`src/sv/ctgc_pkg.sv`:
```
`default_nettype none
// ----------------------------------------------------------------------------
// Calendar / GPS time converter package
// Transfer types, pipeline depth and the cumulative month-day table for the day-number
// formula.
// ----------------------------------------------------------------------------
package ctgc_pkg;

    localparam int NUM_STAGES = 9;
    localparam int CAL_STAGES = 5;

    localparam logic OP_CAL_TO_GPS = 1'b0;
    localparam logic OP_GPS_TO_CAL = 1'b1;

    typedef struct packed {
        logic        operation;
        logic [11:0] year;
        logic [3:0]  month;
        logic [4:0]  day;
        logic [4:0]  hour;
        logic [5:0]  minute;
        logic [5:0]  second;
        logic [19:0] sub_second;
        logic [12:0] gps_week;
        logic [19:0] tow_second;
    } t_in_item;

    typedef struct packed {
        logic [21:0] julian_day;
        logic [16:0] noon_seconds;
        logic [12:0] week_out;
        logic [19:0] week_seconds_out;
        logic [11:0] year_out;
        logic [3:0]  month_out;
        logic [4:0]  day_out;
        logic [4:0]  hour_out;
        logic [5:0]  minute_out;
        logic [5:0]  second_out;
        logic [19:0] fraction_out;
    } t_out_item;

    typedef struct packed {
        logic [21:0] julian_day;
        logic [16:0] noon_seconds;
        logic [12:0] week;
        logic [19:0] week_seconds;
        logic [11:0] year;
    } t_cal_res;

    typedef struct packed {
        logic [21:0] julian_day;
        logic [16:0] noon_seconds;
        logic [12:0] week;
        logic [19:0] week_seconds;
        logic [11:0] year;
        logic [3:0]  month;
        logic [4:0]  day;
        logic [4:0]  hour;
        logic [5:0]  minute;
        logic [5:0]  second;
    } t_gps_res;

    // floor(30.6001 * n) for n = 0 .. 17
    localparam int MONTH_TAB_LEN = 18;
    localparam logic [9:0] MONTH_TAB [MONTH_TAB_LEN] = '{
        10'd0,   10'd30,  10'd61,  10'd91,  10'd122, 10'd153,
        10'd183, 10'd214, 10'd244, 10'd275, 10'd306, 10'd336,
        10'd367, 10'd397, 10'd428, 10'd459, 10'd489, 10'd520
    };

    localparam logic [12:0] WEEK_MAX = 13'd8191;

endpackage
`default_nettype wire

```
`src/sv/ctgc_cal_path.sv`:
```
`default_nettype none
// ----------------------------------------------------------------------------
// Calendar to GPS path
// Pivots the year, forms the Julian day and seconds since noon, then splits the
// elapsed time into GPS week and time of week.
// ----------------------------------------------------------------------------
module ctgc_cal_path (
    input  wire                                 i_clk,
    input  wire  [ctgc_pkg::NUM_STAGES-1:0]     i_adv,
    input  ctgc_pkg::t_in_item                  i_data,
    output ctgc_pkg::t_cal_res                  o_res
);

    localparam int DLY = ctgc_pkg::NUM_STAGES - ctgc_pkg::CAL_STAGES;

    // stage 1
    logic [11:0] n1_year, r1_year;
    logic [20:0] n1_ysum, r1_ysum;
    logic [9:0]  n1_mtab, r1_mtab;
    logic [17:0] n1_t,    r1_t;
    logic [4:0]  r1_day;
    logic        early;
    logic [11:0] y;
    logic [4:0]  midx;

    always_comb begin
        if (i_data.year < 12'd1900) begin
            n1_year = i_data.year + ((i_data.year < 12'd80) ? 12'd2000 : 12'd1900);
        end else begin
            n1_year = i_data.year;
        end
        early   = (i_data.month <= 4'd2);
        y       = n1_year - {11'd0, early};
        n1_ysum = 21'(y) * 21'd365 + 21'(y >> 2);
        midx    = early ? (5'(i_data.month) + 5'd13) : (5'(i_data.month) + 5'd1);
        n1_mtab = ctgc_pkg::MONTH_TAB[midx];
        n1_t    = 18'(i_data.hour) * 18'd3600 + 18'(i_data.minute) * 18'd60
                + 18'(i_data.second) + 18'd43200;
    end

    always_ff @(posedge i_clk) begin
        if (i_adv[0]) begin
            r1_year <= n1_year;
            r1_ysum <= n1_ysum;
            r1_mtab <= n1_mtab;
            r1_t    <= n1_t;
            r1_day  <= i_data.day;
        end
    end

    // stage 2
    logic        ge_day;
    logic [21:0] dsum;
    logic [16:0] n2_ns, r2_ns;
    logic [21:0] n2_jd, r2_jd;
    logic [19:0] n2_du, r2_du;
    logic [11:0] r2_year;

    always_comb begin
        ge_day = (r1_t >= 18'd86400);
        n2_ns  = 17'(r1_t - (ge_day ? 18'd86400 : 18'd0));
        dsum   = 22'(r1_ysum) + 22'(r1_mtab) + 22'(r1_day) + 22'(ge_day);
        n2_jd  = dsum + 22'd1720981;
        n2_du  = 20'(dsum - 22'd688263);
    end

    always_ff @(posedge i_clk) begin
        if (i_adv[1]) begin
            r2_ns   <= n2_ns;
            r2_jd   <= n2_jd;
            r2_du   <= n2_du;
            r2_year <= r1_year;
        end
    end

    // stage 3
    logic [35:0] prod7;
    logic [17:0] r3_q0;
    logic [19:0] r3_du;
    logic [16:0] r3_ns;
    logic [21:0] r3_jd;
    logic [11:0] r3_year;

    assign prod7 = 36'(r2_du) * 36'd37449;

    always_ff @(posedge i_clk) begin
        if (i_adv[2]) begin
            r3_q0   <= prod7[35:18];
            r3_du   <= r2_du;
            r3_ns   <= r2_ns;
            r3_jd   <= r2_jd;
            r3_year <= r2_year;
        end
    end

    // stage 4
    logic [19:0] rem7;
    logic        ge7;
    logic [17:0] q7;
    logic [2:0]  r0;
    logic [20:0] n4_x,  r4_x;
    logic [18:0] n4_wk, r4_wk;
    logic [16:0] r4_ns;
    logic [21:0] r4_jd;
    logic [11:0] r4_year;

    always_comb begin
        rem7  = r3_du - 20'(r3_q0) * 20'd7;
        ge7   = (rem7[3:0] >= 4'd7);
        q7    = r3_q0 + 18'(ge7);
        r0    = 3'(rem7[3:0] - (ge7 ? 4'd7 : 4'd0));
        n4_x  = 21'(r0) * 21'd86400 + 21'(r3_ns) - 21'd43200;
        n4_wk = 19'(q7) - 19'd5000;
    end

    always_ff @(posedge i_clk) begin
        if (i_adv[3]) begin
            r4_x    <= n4_x;
            r4_wk   <= n4_wk;
            r4_ns   <= r3_ns;
            r4_jd   <= r3_jd;
            r4_year <= r3_year;
        end
    end

    // stage 5
    logic        neg;
    logic [18:0] wk;
    ctgc_pkg::t_cal_res n5_res;
    ctgc_pkg::t_cal_res r_dly [DLY+1];

    always_comb begin
        neg = r4_x[20];
        wk  = r4_wk - 19'(neg);
        n5_res.julian_day   = r4_jd;
        n5_res.noon_seconds = r4_ns;
        n5_res.week_seconds = 20'(r4_x + (neg ? 21'd604800 : 21'd0));
        n5_res.year         = r4_year;
        if (wk[18]) begin
            n5_res.week = 13'd0;
        end else if (|wk[17:13]) begin
            n5_res.week = ctgc_pkg::WEEK_MAX;
        end else begin
            n5_res.week = wk[12:0];
        end
    end

    always_ff @(posedge i_clk) begin
        if (i_adv[ctgc_pkg::CAL_STAGES-1]) begin
            r_dly[0] <= n5_res;
        end
    end

    // hold the result level with the longer path
    for (genvar k = 0; k < DLY; k++) begin : g_dly
        always_ff @(posedge i_clk) begin
            if (i_adv[ctgc_pkg::CAL_STAGES+k]) begin
                r_dly[k+1] <= r_dly[k];
            end
        end
    end

    assign o_res = r_dly[DLY];

endmodule
`default_nettype wire

```
`src/sv/ctgc_gps_path.sv`:
```
`default_nettype none
// ----------------------------------------------------------------------------
// GPS to calendar path
// Rebuilds the Julian day from week and time of week and splits it back into
// a civil date and time of day.
// ----------------------------------------------------------------------------
module ctgc_gps_path (
    input  wire                                 i_clk,
    input  wire  [ctgc_pkg::NUM_STAGES-1:0]     i_adv,
    input  ctgc_pkg::t_in_item                  i_data,
    output ctgc_pkg::t_gps_res                  o_res
);

    // stage 1
    logic        tge;
    logic [20:0] n1_t, r1_t;
    logic [15:0] n1_wn7, r1_wn7;
    ctgc_pkg::t_gps_res n1_res, r1_res;

    always_comb begin
        tge    = (i_data.tow_second >= 20'd604800);
        n1_t   = 21'(i_data.tow_second) + 21'd43200;
        n1_wn7 = 16'(i_data.gps_week) * 16'd7;
        n1_res = '0;
        n1_res.week_seconds = i_data.tow_second - (tge ? 20'd604800 : 20'd0);
        if (tge && (i_data.gps_week == ctgc_pkg::WEEK_MAX)) begin
            n1_res.week = ctgc_pkg::WEEK_MAX;
        end else begin
            n1_res.week = i_data.gps_week + 13'(tge);
        end
    end

    always_ff @(posedge i_clk) begin
        if (i_adv[0]) begin
            r1_t   <= n1_t;
            r1_wn7 <= n1_wn7;
            r1_res <= n1_res;
        end
    end

    // stage 2
    logic [36:0] pday;
    logic [3:0]  r2_q0;
    logic [20:0] r2_t;
    logic [15:0] r2_wn7;
    ctgc_pkg::t_gps_res r2_res;

    assign pday = 37'(r1_t) * 37'd49710;

    always_ff @(posedge i_clk) begin
        if (i_adv[1]) begin
            r2_q0  <= pday[35:32];
            r2_t   <= r1_t;
            r2_wn7 <= r1_wn7;
            r2_res <= r1_res;
        end
    end

    // stage 3
    logic [17:0] rday;
    logic        gday;
    logic [3:0]  n3_q, r3_q;
    logic [15:0] r3_wn7;
    ctgc_pkg::t_gps_res n3_res, r3_res;

    always_comb begin
        rday   = 18'(r2_t - 21'(r2_q0) * 21'd86400);
        gday   = (rday >= 18'd86400);
        n3_q   = r2_q0 + 4'(gday);
        n3_res = r2_res;
        n3_res.noon_seconds = 17'(rday - (gday ? 18'd86400 : 18'd0));
    end

    always_ff @(posedge i_clk) begin
        if (i_adv[2]) begin
            r3_q   <= n3_q;
            r3_wn7 <= r2_wn7;
            r3_res <= n3_res;
        end
    end

    // stage 4
    logic        half;
    logic [16:0] inner;
    logic [37:0] phr;
    logic [21:0] r4_b;
    logic [25:0] r4_n;
    logic [4:0]  r4_h0;
    ctgc_pkg::t_gps_res n4_res, r4_res;

    always_comb begin
        half   = (r3_res.noon_seconds >= 17'd43200);
        inner  = 17'(r3_wn7) + 17'(r3_q) + 17'(half);
        phr    = 38'(r3_res.noon_seconds) * 38'd1193046;
        n4_res = r3_res;
        n4_res.julian_day = 22'd2444244 + 22'(r3_wn7) + 22'(r3_q);
    end

    always_ff @(posedge i_clk) begin
        if (i_adv[3]) begin
            r4_b   <= 22'd2445781 + 22'(inner);
            r4_n   <= 26'(inner) * 26'd20 + 26'd48913178;
            r4_h0  <= phr[36:32];
            r4_res <= n4_res;
        end
    end

    // stage 5
    logic [45:0] pc;
    logic [12:0] rhr;
    logic        ghr;
    logic [12:0] r5_c0;
    logic [25:0] r5_n;
    logic [21:0] r5_b;
    logic [11:0] r5_rm;
    ctgc_pkg::t_gps_res n5_res, r5_res;

    always_comb begin
        pc     = 46'(r4_n) * 46'd587948;
        rhr    = 13'(r4_res.noon_seconds - 17'(r4_h0) * 17'd3600);
        ghr    = (rhr >= 13'd3600);
        n5_res = r4_res;
        n5_res.hour = r4_h0 + 5'(ghr);
    end

    always_ff @(posedge i_clk) begin
        if (i_adv[4]) begin
            r5_c0  <= pc[44:32];
            r5_n   <= r4_n;
            r5_b   <= r4_b;
            r5_rm  <= 12'(rhr - (ghr ? 13'd3600 : 13'd0));
            r5_res <= n5_res;
        end
    end

    // stage 6
    logic [13:0] rc;
    logic [38:0] pmin;
    logic [12:0] r6_c;
    logic [5:0]  r6_m0;
    logic [11:0] r6_rm;
    logic [21:0] r6_b;
    ctgc_pkg::t_gps_res r6_res;

    always_comb begin
        rc   = 14'(r5_n - 26'(r5_c0) * 26'd7305);
        pmin = 39'(r5_rm) * 39'd71582788;
    end

    always_ff @(posedge i_clk) begin
        if (i_adv[5]) begin
            r6_c   <= r5_c0 + 13'(rc >= 14'd7305);
            r6_m0  <= pmin[37:32];
            r6_rm  <= r5_rm;
            r6_b   <= r5_b;
            r6_res <= r5_res;
        end
    end

    // stage 7
    logic [21:0] dd4;
    logic [6:0]  rsec;
    logic        gsec;
    logic [9:0]  r7_x;
    logic [12:0] r7_c;
    ctgc_pkg::t_gps_res n7_res, r7_res;

    always_comb begin
        dd4    = 22'(r6_c) * 22'd365 + 22'(r6_c >> 2);
        rsec   = 7'(r6_rm - 12'(r6_m0) * 12'd60);
        gsec   = (rsec >= 7'd60);
        n7_res = r6_res;
        n7_res.minute = r6_m0 + 6'(gsec);
        n7_res.second = 6'(rsec - (gsec ? 7'd60 : 7'd0));
    end

    always_ff @(posedge i_clk) begin
        if (i_adv[6]) begin
            r7_x   <= 10'(r6_b - dd4);
            r7_c   <= r6_c;
            r7_res <= n7_res;
        end
    end

    // stage 8
    logic [4:0]  n8_e, r8_e;
    logic [9:0]  r8_x;
    logic [12:0] r8_c;
    ctgc_pkg::t_gps_res r8_res;

    always_comb begin
        n8_e = 5'd0;
        for (int k = 1; k < ctgc_pkg::MONTH_TAB_LEN; k++) begin
            n8_e = n8_e + 5'(r7_x > ctgc_pkg::MONTH_TAB[k]);
        end
    end

    always_ff @(posedge i_clk) begin
        if (i_adv[7]) begin
            r8_e   <= n8_e;
            r8_x   <= r7_x;
            r8_c   <= r7_c;
            r8_res <= r7_res;
        end
    end

    // stage 9
    logic [4:0]  mo;
    logic        late;
    logic [5:0]  hr12;
    ctgc_pkg::t_gps_res n9_res, r9_res;

    always_comb begin
        mo     = (r8_e >= 5'd14) ? (r8_e - 5'd13) : (r8_e - 5'd1);
        late   = ((r8_e >= 5'd4) && (r8_e <= 5'd13)) || (r8_e >= 5'd16);
        hr12   = 6'(r8_res.hour) + 6'd12;
        n9_res = r8_res;
        n9_res.month = mo[3:0];
        n9_res.day   = 5'(r8_x - ctgc_pkg::MONTH_TAB[r8_e]);
        n9_res.year  = 12'(r8_c - 13'd4715 - 13'(late));
        n9_res.hour  = 5'((hr12 >= 6'd24) ? (hr12 - 6'd24) : hr12);
    end

    always_ff @(posedge i_clk) begin
        if (i_adv[8]) begin
            r9_res <= n9_res;
        end
    end

    assign o_res = r9_res;

endmodule
`default_nettype wire

```
`src/sv/calendar_gps_time_converter_unit.sv`:
```
`default_nettype none
// ----------------------------------------------------------------------------
// Calendar / GPS time converter
// Converts a civil date and time to Julian day and GPS week / time of week,
// or a GPS week / time of week back to a civil date and time.
//
// Input channel: i_valid, o_stall, i_data. A transfer happens on a rising
// edge with i_valid high and o_stall low. Output channel: o_valid, i_stall,
// o_data, with the same rule. The operation bit in each item picks the
// direction; the sub-second fraction is carried through untouched.
// An item runs through 9 register stages, the first loaded at the input
// transfer edge; o_valid rises once it reaches the last. With i_stall low,
// one item can be taken every cycle, so throughput is one item per cycle.
// The output is a select between the two paths after the last stage.
// When i_stall is high the full stages hold and bubbles close up; o_stall
// rises only once all 9 stages hold items. Nothing is lost or repeated.
// Reset empties the pipeline: o_valid and o_stall go low.
// ----------------------------------------------------------------------------
module calendar_gps_time_converter_unit (
    input  wire                   i_clk,
    input  wire                   i_rst_n,
    input  wire                   i_valid,
    output logic                  o_stall,
    input  ctgc_pkg::t_in_item    i_data,
    output logic                  o_valid,
    input  wire                   i_stall,
    output ctgc_pkg::t_out_item   o_data
);

    localparam int NS = ctgc_pkg::NUM_STAGES;

    logic [NS-1:0] r_vld;
    logic [NS-1:0] adv;
    ctgc_pkg::t_in_item r_pay [NS];
    ctgc_pkg::t_cal_res cal_res;
    ctgc_pkg::t_gps_res gps_res;

    always_comb begin
        adv[NS-1] = !r_vld[NS-1] || !i_stall;
        for (int k = NS - 2; k >= 0; k--) begin
            adv[k] = !r_vld[k] || adv[k+1];
        end
    end

    assign o_stall = !adv[0];
    assign o_valid = r_vld[NS-1];

    always_ff @(posedge i_clk) begin
        if (!i_rst_n) begin
            r_vld <= '0;
        end else begin
            for (int k = 0; k < NS; k++) begin
                if (adv[k]) begin
                    r_vld[k] <= (k == 0) ? i_valid : r_vld[(k == 0) ? 0 : k-1];
                end
            end
        end
    end

    always_ff @(posedge i_clk) begin
        if (adv[0]) begin
            r_pay[0] <= i_data;
        end
        for (int k = 1; k < NS; k++) begin
            if (adv[k]) begin
                r_pay[k] <= r_pay[k-1];
            end
        end
    end

    ctgc_cal_path u_cal (
        .i_clk  (i_clk),
        .i_adv  (adv),
        .i_data (i_data),
        .o_res  (cal_res)
    );

    ctgc_gps_path u_gps (
        .i_clk  (i_clk),
        .i_adv  (adv),
        .i_data (i_data),
        .o_res  (gps_res)
    );

    always_comb begin
        o_data.fraction_out = r_pay[NS-1].sub_second;
        if (r_pay[NS-1].operation == ctgc_pkg::OP_CAL_TO_GPS) begin
            o_data.julian_day       = cal_res.julian_day;
            o_data.noon_seconds     = cal_res.noon_seconds;
            o_data.week_out         = cal_res.week;
            o_data.week_seconds_out = cal_res.week_seconds;
            o_data.year_out         = cal_res.year;
            o_data.month_out        = r_pay[NS-1].month;
            o_data.day_out          = r_pay[NS-1].day;
            o_data.hour_out         = r_pay[NS-1].hour;
            o_data.minute_out       = r_pay[NS-1].minute;
            o_data.second_out       = r_pay[NS-1].second;
        end else begin
            o_data.julian_day       = gps_res.julian_day;
            o_data.noon_seconds     = gps_res.noon_seconds;
            o_data.week_out         = gps_res.week;
            o_data.week_seconds_out = gps_res.week_seconds;
            o_data.year_out         = gps_res.year;
            o_data.month_out        = gps_res.month;
            o_data.day_out          = gps_res.day;
            o_data.hour_out         = gps_res.hour;
            o_data.minute_out       = gps_res.minute;
            o_data.second_out       = gps_res.second;
        end
    end

    a_reset_empty: assert property (@(posedge i_clk)
        !i_rst_n |=> !o_valid && !o_stall)
        else $error("pipeline not empty after reset");

    a_stall_full: assert property (@(posedge i_clk) disable iff (!i_rst_n)
        o_stall |-> (&r_vld) && i_stall)
        else $error("input stalled with a free stage");

    a_out_range: assert property (@(posedge i_clk) disable iff (!i_rst_n)
        o_valid |-> (o_data.noon_seconds < 17'd86400)
                    && (o_data.week_seconds_out < 20'd604800))
        else $error("noon seconds or time of week out of range");

    a_gps_clock: assert property (@(posedge i_clk) disable iff (!i_rst_n)
        o_valid && (r_pay[NS-1].operation == ctgc_pkg::OP_GPS_TO_CAL)
        |-> (o_data.hour_out < 5'd24) && (o_data.minute_out < 6'd60)
            && (o_data.second_out < 6'd60))
        else $error("rebuilt time of day out of range");

endmodule
`default_nettype wire

```
`config.mk`:
```
export PLATFORM = sky130hd
export DESIGN_NAME = calendar_gps_time_converter_unit
export DESIGN_NICKNAME = d
export VERILOG_FILES = /design/src/sv/ctgc_pkg.sv /design/src/sv/ctgc_cal_path.sv /design/src/sv/ctgc_gps_path.sv /design/src/sv/calendar_gps_time_converter_unit.sv
export SDC_FILE = /design/constraint.sdc
export NUM_CORES = 2
export LEC_CHECK = 0
export BUFFER_PORTS_ARGS = -buffer_cell sky130_fd_sc_hd__buf_2
export CAP_MARGIN = 20
export CORE_UTILIZATION = 40
export DETAILED_ROUTE_END_ITERATION = 8
export PLACE_DENSITY_LB_ADDON = 0.3
export RECOVER_POWER = 100
export SYNTH_ARGS = -nofsm -noshare
export SYNTH_HDL_FRONTEND = slang
export SYNTH_SLANG_ARGS = --single-unit
export TNS_END_PERCENT = 50
```
`constraint.sdc`:
```
create_clock -name i_clk -period 6.4 [get_ports i_clk]
set_input_delay 0 -clock i_clk [delete_from_list [all_inputs] [get_ports i_clk]]
set_output_delay 0 -clock i_clk [all_outputs]
set_load 0.01 [all_outputs]
```
==> flow_summary.json <==
{
  "fin_crit_ns": 6.36,
  "h-tree-depth": 4,
  "ant_nets": 0,
  "die_area_um2": 248000,
  "yosysTopAreaCell": "edfxtp_1",
  "final_util_pct": 46.6,
  "syn_nets": 8331,
  "r2r_cells": 19,
  "wire_per_inst_um": 18.9,
  "clock_sinks": 1887,
  "fin_area_um2": 114000,
  "hp-start": "i_stall",
  "clkTransAtPathRegs_ns": 0.07,
  "die_w_um": 498,
  "clock_path_buffers": 3,
  "setup_ws_ns": 0.0356,
  "crit_arrival_ns": 6.92,
  "muxShareOfSynthArea_pct": 1.28,
  "instances_no_fill": 10732,
  "yosys_warnings": 0,
  "cts-buffers-inserted": 191,
  "synth_compound_area_share_pct": 4.25,
  "outcome": "finished, violations left",
  "insertion_delay_ns": 0.85,
  "drive_gt1_share_pct": 10.6,
  "r2r_start": "u_gps.r4_n[14]",
  "rsz0062_at_grt": "yes",
  "initial_core_util_pct": 40.4,
  "yosys.area_share.adder_pct": 25.1,
  "max-slew-margin-rel_pct": -191,
  "place_inst": 10168,
  "worstHoldPathCells": 4,
  "worst_pin_slew_ns": 4.37,
  "busiest_layer": "met2",
  "cp_max_fo": 4,
  "vias": 50872,
  "grt-ovfl-total": 0,
  "fp.dieH_um": 498,
  "place_ws_ns": -0.345,
  "fin_skew_ns": 0.0791,
  "critPathKind": "register to register",
  "cts_tree": "built",
  "drv_slew": 1548,
  "antenna_found_initial": 31,
  "dr.pass1.iters": 5,
  "totalWireLength_um": 202000,
  "areaGrowthSynthToFinish_pct": 15.4,
  "rows": 181,
  "layout.nets": 9110,
  "design.core.area_um2": 244000,
  "setup.worst_path.end_class": "register",
  "synthTopCellsByArea": "edfxtp_1 (57%), ha_1 (14%), fa_1 (11%), inv_1 (4.1%), xnor2_1 (2.8%)",
  "dp_hpwl_um": 152000,
  "synth.top_cell.area_share_pct": 57.3,
  "cp-startpoint": "u_gps.r4_n[14]",
  "hp-class": "primary input to register",
  "finalHoldViolations": 0,
  "cts_root_buffer": "clkbuf_16",
  "yosysUniqueCellTypes": 83,
  "seq_area_frac_synth_pct": 57.5,
  "gp_congestion": 0.890,
  "grtUsageMet3_pct": 2.58,
  "syn_area_per_cell_um2": 15.0,
  "first_iter_violations": 2734,
  "grt_usage_pct": 16.5,
  "pin_count": 228,
  "grt_pass1_wl_um": 313000,
  "synth_top_family_by_area": "adder cells",
  "drc_errors": 0,
  "hold_path_end": "r_vld[8]",
  "synth-xor-area-share_pct": 4.13,
  "maxCapViolations": 20,
  "rrSetupSlack_ns": 0.04,
  "clock.fmax_mhz": 157,
  "rr_endpoint": "u_gps.r5_c0[11]",
  "finalCritPeriodShare_pct": 99.4,
  "cp-start-kind": "register",
  "synthSimpleGateAreaFrac_pct": 3.30,
  "grtUsageMet2_pct": 28.4,
  "synthArstFlopShare_pct": 0,
  "grt_max_degree": 130,
  "cp.required_ns": 6.95,
  "syn_inst": 6578,
  "placed_area_um2": 105000,
  "viasPerCell": 4.74,
  "setup_viol": 0,
  "synth_most_common_cell": "edfxtp_1",
  "portBuffers": 227,
  "synth_edf_count": 1878,
  "synth_area_um2": 98500,
  "violations": "max-capacitance violations, max-slew violations",
  "grt_pass1_vias": 53820,
  "ys_ff_latch": 1887,
  "use_met1_pct": 21.7,
  "ys.flop_type": "edfxtp_1",
  "synth_common_cells": "edfxtp_1 (1,878), ha_1 (1,124), inv_1 (1,072), fa_1 (533), xnor2_1 (310)"
}
[worst max-delay path, stage by stage, from the launching register on]
cell and delay [ns]:
edfxtp_1 0.45, buf_4 0.17, fa_1 0.49, fa_1 0.45, fa_1 0.56, fa_1 0.43, fa_1 0.49, fa_1 0.56
ha_4 0.22, a211oi_2 0.24, o21ai_1 0.12, a21oi_2 0.14, o211ai_1 0.12, and3_4 0.20, a311o_2 0.33, o311a_1 0.31
o21a_2 0.23, o211a_4 0.28, o31ai_4 0.18, xnor2_1 0.08
[flip-flops by register name (all words and copies together), names as in the netlist, 19 cells and up]
register and cells:
u_cal.r4_wk 19, u_gps.n5_res 62, u_gps.n3_res 27, u_cal.r1_ysum 21, u_gps.r7_res 77, u_cal.r2_jd 20, u_gps.r1_res 33, u_gps.n7_res 67
u_gps.n4_res 44, u_gps.r4_n 23, r_pay 421, u_gps.n9_res 72, u_cal.r4_jd 22, u_gps.o_res 98, u_cal.r_dly 370, u_cal.r3_jd 22
u_cal.r2_du 20, u_gps.r5_res 67
[kinds of logic after synthesis]
group	Yosys count
multiplexers	112
flip-flops	1887
buffers and inverters	1142
XOR/XNOR	463
adder cells (fa/ha/maj)	1657
AO/OA/AOI/OAI	651
AND/OR/NAND/NOR	666
[layout make-up]
cell class | count | area (µm²)
inverters | 1073 | 4040
repair buffers | 655 | 4450
diodes | 14 | 35.0
fillers | 21192 | 130000
multi-input cells | 3549 | 38000
clock inverters | 125 | 1560
clock buffers | 227 | 4950
well taps | 3202 | 4010
flip-flops and latches | 1887 | 56600
[worst max path at each step]
stage	to	cells past startpoint
2_1_floorplan	u_cal.r1_ysum[20]	30
3_3_place_gp	u_cal.r1_ysum[20]	31
3_5_place_dp	u_cal.r1_ysum[20]	30
4_1_cts	u_cal.r4_x[20]	31
5_1_grt	u_gps.r5_c0[11]	19
6_report	u_gps.r5_c0[11]	19
[metal layers]
metal  share of wire (%)  vias up  routed length [µm]
met4                 2.0       18                3960
met3                 3.6      221                7330
met5               0.056        -                 113
li1                    -    24644                   -
met2                  49      705               99600
met1                  45    25284               91400
[placed cells by master, fill, tap and decap left out, types with 181 or more instances in the layout]
cell	netlist	routed
fa_1	533	523
xnor2_1	310	304
edfxtp_1	1878	1878
nor2_1	180	181
a21oi_1	210	194
clkbuf_1	39	186
buf_4	28	192
ha_1	1124	1108
inv_1	1072	1067
clkbuf_16	0	192
[through the flow]
step                      hold WS (ns)  setup TNS [ns]
after floorplan                 0.0989               0
after global placement           0.177           -1.98
after detailed placement         0.178           -2.94
after CTS                      0.00265               0
after global routing            0.0671           -4.52
final                           0.0870               0
[repair_timing]
action | 4_1_cts | 5_1_grt
endpoints found under the hold margin | 150 | 0
setup buffers | 19 | 13
pin swaps | 43 | 51
resized for setup | 24 | 83
setup endpoints to repair | 8 | 28
hold buffers | 166 | 0
Power is left out: the tool's default activity adds up to more than one toggle a clock period on the data nets, which glitch-free logic cannot reach.
